[src/hw/rtl/point_circle_contact_gap_top_macros.svh]
// ----------------------------------------------------------------------------
// Point-circle contact gap: assertion macros
// Clocked on clk, disabled while arst_n is low.
// ----------------------------------------------------------------------------
`ifndef POINT_CIRCLE_CONTACT_GAP_TOP_MACROS_SVH
`define POINT_CIRCLE_CONTACT_GAP_TOP_MACROS_SVH

// Implication checked in the same cycle
`define PCCG_ASSERT_IMPL(lbl, pre, post) \
	lbl: assert property (@(posedge clk) disable iff (!arst_n) (pre) |-> (post)) \
		else $error("pccg implication check failed");

// Condition that must hold at every edge
`define PCCG_ASSERT_ALWAYS(lbl, cond) \
	lbl: assert property (@(posedge clk) disable iff (!arst_n) (cond)) \
		else $error("pccg invariant check failed");

`endif

[src/hw/rtl/pccg_div.sv]
// ----------------------------------------------------------------------------
// pccg_div
// Pipelined dual restoring divider: rounded unit fractions mag/d for x and z.
// ----------------------------------------------------------------------------
`default_nettype none

module pccg_div #(
	parameter int DW     = 33,
	parameter int NFB    = 14,
	parameter int SIDE_W = 36
) (
	input  wire logic              clk,
	input  wire logic              arst_n,
	input  wire logic              in_valid,
	output logic                   in_ready,
	input  wire logic [DW-1:0]     divisor,
	input  wire logic [DW-1:0]     mag_x,
	input  wire logic [DW-1:0]     mag_z,
	input  wire logic [SIDE_W-1:0] side_in,
	output logic                   out_valid,
	input  wire logic              out_ready,
	output logic [NFB+1:0]         quot_x,
	output logic [NFB+1:0]         quot_z,
	output logic [SIDE_W-1:0]      side_out
);

	localparam int QN = NFB + 2;
	localparam int NS = NFB + 2;

	logic              v_s    [NS];
	logic [DW-1:0]     d_s    [NS];
	logic [DW-1:0]     rx_s   [NS];
	logic [DW-1:0]     rz_s   [NS];
	logic [QN-1:0]     qx_s   [NS];
	logic [QN-1:0]     qz_s   [NS];
	logic [SIDE_W-1:0] side_s [NS];
	logic              rdy    [NS+1];

	assign rdy[NS]  = out_ready;
	assign in_ready = rdy[0];

	for (genvar k = 0; k < NS; k++) begin : g_stage
		logic              v_in;
		logic [DW-1:0]     d_in;
		logic [DW-1:0]     rx_in;
		logic [DW-1:0]     rz_in;
		logic [QN-1:0]     qx_in;
		logic [QN-1:0]     qz_in;
		logic [SIDE_W-1:0] sd_in;
		logic [DW:0]       sx;
		logic [DW:0]       sz;
		logic              gex;
		logic              gez;
		logic [DW:0]       nx;
		logic [DW:0]       nz;
		logic [QN-1:0]     qx_n;
		logic [QN-1:0]     qz_n;

		if (k == 0) begin : g_first
			assign v_in  = in_valid;
			assign d_in  = divisor;
			assign rx_in = mag_x;
			assign rz_in = mag_z;
			assign qx_in = '0;
			assign qz_in = '0;
			assign sd_in = side_in;
			// integer bit: no shift of the partial remainder
			assign sx = {1'b0, rx_in};
			assign sz = {1'b0, rz_in};
		end else begin : g_next
			assign v_in  = v_s[k-1];
			assign d_in  = d_s[k-1];
			assign rx_in = rx_s[k-1];
			assign rz_in = rz_s[k-1];
			assign qx_in = qx_s[k-1];
			assign qz_in = qz_s[k-1];
			assign sd_in = side_s[k-1];
			assign sx = {rx_in, 1'b0};
			assign sz = {rz_in, 1'b0};
		end

		assign rdy[k] = !v_s[k] || rdy[k+1];

		// compare and subtract; the last stage rounds instead of shifting
		always_comb begin
			gex = (sx >= {1'b0, d_in});
			gez = (sz >= {1'b0, d_in});
			nx  = gex ? (sx - {1'b0, d_in}) : sx;
			nz  = gez ? (sz - {1'b0, d_in}) : sz;
			if (k == NS - 1) begin
				qx_n = qx_in + QN'(gex);
				qz_n = qz_in + QN'(gez);
			end else begin
				qx_n = {qx_in[QN-2:0], gex};
				qz_n = {qz_in[QN-2:0], gez};
			end
		end

		always_ff @(posedge clk or negedge arst_n) begin
			if (!arst_n) begin
				v_s[k] <= 1'b0;
			end else if (rdy[k]) begin
				v_s[k] <= v_in;
			end
		end

		always_ff @(posedge clk) begin
			if (rdy[k]) begin
				d_s[k]    <= d_in;
				rx_s[k]   <= nx[DW-1:0];
				rz_s[k]   <= nz[DW-1:0];
				qx_s[k]   <= qx_n;
				qz_s[k]   <= qz_n;
				side_s[k] <= sd_in;
			end
		end
	end

	assign out_valid = v_s[NS-1];
	assign quot_x    = qx_s[NS-1];
	assign quot_z    = qz_s[NS-1];
	assign side_out  = side_s[NS-1];

endmodule

`default_nettype wire

[config.mk]
export PLATFORM = sky130hd
export DESIGN_NAME = pccg_div
export DESIGN_NICKNAME = d
export VERILOG_FILES = /design/src/hw/rtl/point_circle_contact_gap_top_macros.svh /design/src/hw/rtl/pccg_div.sv
export SDC_FILE = /design/constraint.sdc
export NUM_CORES = 2
export LEC_CHECK = 0
export BUFFER_PORTS_ARGS = -buffer_cell sky130_fd_sc_hd__buf_2
export CAP_MARGIN = 0
export CORE_ASPECT_RATIO = 0.8
export CORE_MARGIN = 2
export CORE_UTILIZATION = 45
export CTS_CLUSTER_DIAMETER = 80
export CTS_CLUSTER_SIZE = 24
export DETAILED_ROUTE_END_ITERATION = 6
export PLACE_DENSITY_LB_ADDON = 0.3
export SLEW_MARGIN = 20
export SYNTH_ARGS = -nofsm -noshare
export SYNTH_HDL_FRONTEND = slang
export SYNTH_SLANG_ARGS = --single-unit
[constraint.sdc]
create_clock -name clk -period 40.6 [get_ports clk]
set_input_delay 8.12 -clock clk [delete_from_list [all_inputs] [get_ports clk]]
set_output_delay 8.12 -clock clk [all_outputs]
set_load 0.02 [all_outputs]
======== After elaboration in Yosys (flattened, before gate mapping) ========
Memory sizes are Yosys's and may differ from the RTL's.
Index checks and enable logic that the tools add are counted.
storage, ports and cells
  register bits ........................... 16
  bits in latches ......................... 0
  memory bits (writable) .................. 2,672
  ROM bits ................................ 0
  bits of input ports ..................... 139
  output and inout bits ................... 70
  memories kept ........................... 6
operators by class
  add/subtract/negate cells ............... 34
  multipliers ............................. 0
  divide/modulo/power cells ............... 0
  magnitude comparators ................... 32
  equal/unequal tests ..................... 0
  shift operators ......................... 0
  multiplexer cells ....................... 64
  bitwise operators ....................... 0
  reduce and logical (&&, ||, !) cells .... 32
memory list
  name    depth  bits a word  rd ports  clocked after Yosys merged registers in  write ports  line            source
  side_s  16     36           16        0                                        16           pccg_div.sv:36  logic [SIDE_W-1:0] side_s [NS];
  d_s     16     33           15        0                                        16           pccg_div.sv:31  logic [DW-1:0] d_s [NS];
  rx_s    16     33           15        0                                        16           pccg_div.sv:32  logic [DW-1:0] rx_s [NS];
  rz_s    16     33           15        0                                        16           pccg_div.sv:33  logic [DW-1:0] rz_s [NS];
  qx_s    16     16           16        0                                        16           pccg_div.sv:34  logic [QN-1:0] qx_s [NS];
  qz_s    16     16           16        0                                        16           pccg_div.sv:35  logic [QN-1:0] qz_s [NS];
operators by type and width
  kind                            count
  2-to-1 mux 33 bit               32
  subtractor 33 bit               32
  >= comparator 34 x 33 -> 1 bit  30
  >= comparator 33 bit            2
  adder 16 x 1 -> 16 bit          2
  2-to-1 mux 1 bit                32
  zero test 1 bit                 16
  logical OR 1 bit                16

======== Depth between registers and ports, before layout ========
  word-level depth ........................ 19
  depth in mapped cells ................... 18
  depth with buffers taken out ............ 18

======== Worst setup path before layout ========
No wires, ideal clock.
  path type ............................... input port to output port
  start point ............................. input port out_ready
  end point ............................... output port in_ready
  data arrival time ....................... 21.331 ns
  data required time ...................... 32.480 ns
  slack ................................... 11.149 ns
  cell stages on the path ................. 9
  path buffers ............................ 0
  cell sequence ........................... nor2b_1 nand2_1 nor2_1 and2_1 and3_1 and3_1 nand3_1 nor2_1 nand4_1
RTL lines
  what                line            source
  start: declaration  pccg_div.sv:21  input wire logic out_ready,
  end: declaration    pccg_div.sv:15  output logic in_ready,

==> out/qor.txt <==
Status = complete, no violations
HPWL after detailed placement = 329 mm
Ys flop type = edfxtp_1
Crit. End Element = output port
Core Region = 300000 um^2
Leak pwr = 59.5 nW
Critical Path RT = 32.48 ns
Synth warnings = 0
Port bufs = 208
Most frequent cell after synthesis = edfxtp_1
Kind of critical path = in2out
Peak VDD IR = 0.0448 mV
Remaining DRCs = 0
Mapped Avg Cell Area = 11.3 um^2
Drt first pass iters = 6
Slew @ Worst Pin = 1.17 ns
Multi-input gate area = 61000 um^2
Critical Path Source Type = primary input
HP Class = reg2reg
Final hold violation count = 0
Die footprint = 305000 um^2
Initial antenna violation count = 35
Max Cap Violations = 0
TritonCTS clock tree = yes
Mux contribution to synthesized area = 3.72%
First-pass GRT wire length = 598 mm
Vias = 95273
Largest net degree at the start of global routing = 94
Num CTS Buffers = 152
Fin nets = 13334
Synth top area share = 51.7%
Final WL = 409 mm
DR iter-0 viols = 10176
CTS hold repair buffers = 0
Die width = 617 um
RD Place Congestion = 0.965
Simple-Gate Fraction of Synth Area = 9.61%
Sequential share of the synthesized area = 52.0%
RSZ-0062 raised after global routing = false
Layout cells sized above 1 = 7.65%
Finished Core Util = 48.7%
Congestion Overflow GR = 0
Post-synthesis register bit count = 2349
H-tree depth = 4
WL/cell = 25.2 um
Fmax = 0.0469 GHz
Latest clock arrival within the worst-skew pair = 0.87 ns
Final setup skew = 0.0515 ns
Fill count = 26713
Finished Cell Area = 146000 um^2
Synthesized cell area = 135000 um^2
Post-CTS Setup Inserts = 0
Clock Sinks = 2349
Register area = 70500 um^2
Clock buffer depth = 4
Async SR Flop Fraction = 0.681%
P&R area growth vs syn = 7.92%
EDFF count, synth = 2333
Yosys cell types = 108
Starting density of the core = 45.2%
All-Layer GR Usage = 26.1%
Vias in the first global route = 90315
Top-level I/O count = 209
Slew headroom = 21.3%
Post-DP Area = 141000 um^2
PD cells = 92.2 nW/um^2
Xor and xnor area share after synthesis = 5.58%
Setup TNS Final = 0 ns
Max Slew Vio Count = 0
Net count of the mapped netlist = 13183
Synth top cells by count = edfxtp_1 (2333), a21oi_1 (1166), ha_1 (1058)
Top cells by area, synth = edfxtp_1 (52%), ha_1 (9.8%), a21oi_1 (4.3%)
CP arrival = 13.22 ns
Vias per cell = 5.87
Worst-path fanout max = 43
Root buffer cell = clkbuf_16
Rows = 180
Largest family of logic cells by synthesized area = compound AO/OA/AOI/OAI gates
Final period util = 52.6%
Post-Synth Adder-Cell Area = 10.2%
Final Power = 13.5 mW
Cts repair resizes = 0
Syn Inst Count = 11956
Routed Antenna Nets = 0
Die Ht = 495 um
Setup-failing EPs final = 0
Largest area contributor in the netlist = edfxtp_1
Complex-gate fraction of the synthesized area = 15.7%
Min cycle time layout = 21.34 ns
Clock transition at the registers of the reported paths = 0.09 ns
critical path, cell delays in order:
cell and delay, ns:
buf_2 0.10, nor2b_1 0.53, nand2_4 0.53, nor2_1 0.49, and2_1 0.36, and3_1 0.40
and3_1 0.49, nand3_4 0.36, nor2_1 0.66, nand4_1 0.40, buf_4 0.37, buf_2 0.27
cell families after synthesis:
kind of cell,after synthesis
AOI/OAI and AO/OA,3372
xor gates and xnor gates,863
adders and majority gates,1088
buffers and inverters,1104
DFF,2349
muxes,441
and+or+nand+nor,2739
final timing paths:
check                      slack, ns          endpoint      startpoint  depth (start not counted)
setup / recovery               19.26          in_ready       out_ready                         12
hold / removal                  0.39    side_s[0][186]  side_s[0][150]                          0
setup reg to reg               34.43     side_s[0][59]       out_valid                         10
hold reg to reg                 0.39    side_s[0][186]  side_s[0][150]                          0
max in group asynchronous      33.02   g_stage[4].v_in          arst_n                          1
min in group asynchronous       7.23  g_stage[11].v_in          arst_n                          1
state kept, by name, summed over array words and instances (netlist names):
register,flops
side_s,576
d_s,495
rx_s,495
rz_s,495
qx_s,136
qz_s,136
g_stage.v_in,15
out_valid,1
area by class of cell:
| type | count | area share (%) |
|---|---|---|
| inverters | 814 | 2.11 |
| clock buffers | 168 | 2.71 |
| repair buffers | 287 | 1.14 |
| flip-flops and latches | 2349 | 48.2 |
| multi-input cells | 8503 | 41.7 |
| diodes | 28 | 0.0479 |
| well taps | 4004 | 3.43 |
| clock inverters | 70 | 0.632 |
stage by stage:
| stage | setup WS, ns | hold slack (ns) | cells |
|---|---|---|---|
| 6_report | 19.26 | 0.394 | 16223 |
| 5_1_grt | 18.94 | 0.403 | 16210 |
| 4_1_cts | 19.22 | 0.381 | 16194 |
| 3_5_place_dp | 19.24 | 0.405 | 15956 |
| 3_3_place_gp | 19.32 | 0.400 | 15956 |
| 2_1_floorplan | 11.15 | 0.400 | 11956 |
metal layers:
layer | vias up | GRT usage [%] | wire (um)
li1 | 44804 | - | -
met1 | 46647 | 38.4 | 189000
met2 | 3321 | 40.4 | 180000
met3 | 485 | 3.72 | 27800
met4 | 16 | 6.78 | 11500
met5 | - | 0 | 98
placed cells by master, fill, tap and decap left out, types with 25 or more instances in the layout:
| cell type | n |
|---|---|
| xnor2_1 | 531 |
| diode_2 | 28 |
| o21ai_0 | 644 |
| buf_4 | 75 |
| or2_2 | 37 |
| a31oi_1 | 99 |
| or3_1 | 39 |
| o21bai_1 | 130 |
| a21oi_1 | 1164 |
| a211oi_1 | 76 |
| and3_1 | 91 |
| o31ai_1 | 67 |
| nand2_1 | 756 |
| o211ai_1 | 36 |
| nand3_1 | 180 |
| inv_1 | 806 |
| a21o_1 | 534 |
| xor2_1 | 332 |
| mux2_1 | 136 |
| o21a_1 | 153 |
| mux2_2 | 259 |
| o21ai_1 | 27 |
| and2_1 | 60 |
| a41oi_1 | 27 |
| nand2b_1 | 140 |
| nor4_1 | 38 |
| nand4_1 | 185 |
| ha_1 | 1058 |
| nor2b_1 | 154 |
| nor3_1 | 152 |
| edfxtp_1 | 2333 |
| mux2_4 | 25 |
| a211o_1 | 31 |
| a21boi_0 | 36 |
| buf_2 | 208 |
| clkbuf_16 | 156 |
| nor2_1 | 792 |
| fa_1 | 30 |
where the power goes:
| group | internal (mW) | switching, mW | leakage (nW) | total, mW |
|---|---|---|---|---|
| Sequential | 3.97 | 0.689 | 24.3 | 4.66 |
| Clock | 0.770 | 0.874 | 2.38 | 1.64 |
| Combinational | 2.88 | 4.29 | 32.8 | 7.16 |
| Total | 7.62 | 5.85 | 59.5 | 13.5 |
Note: power is estimated with default switching activity, not from simulation.
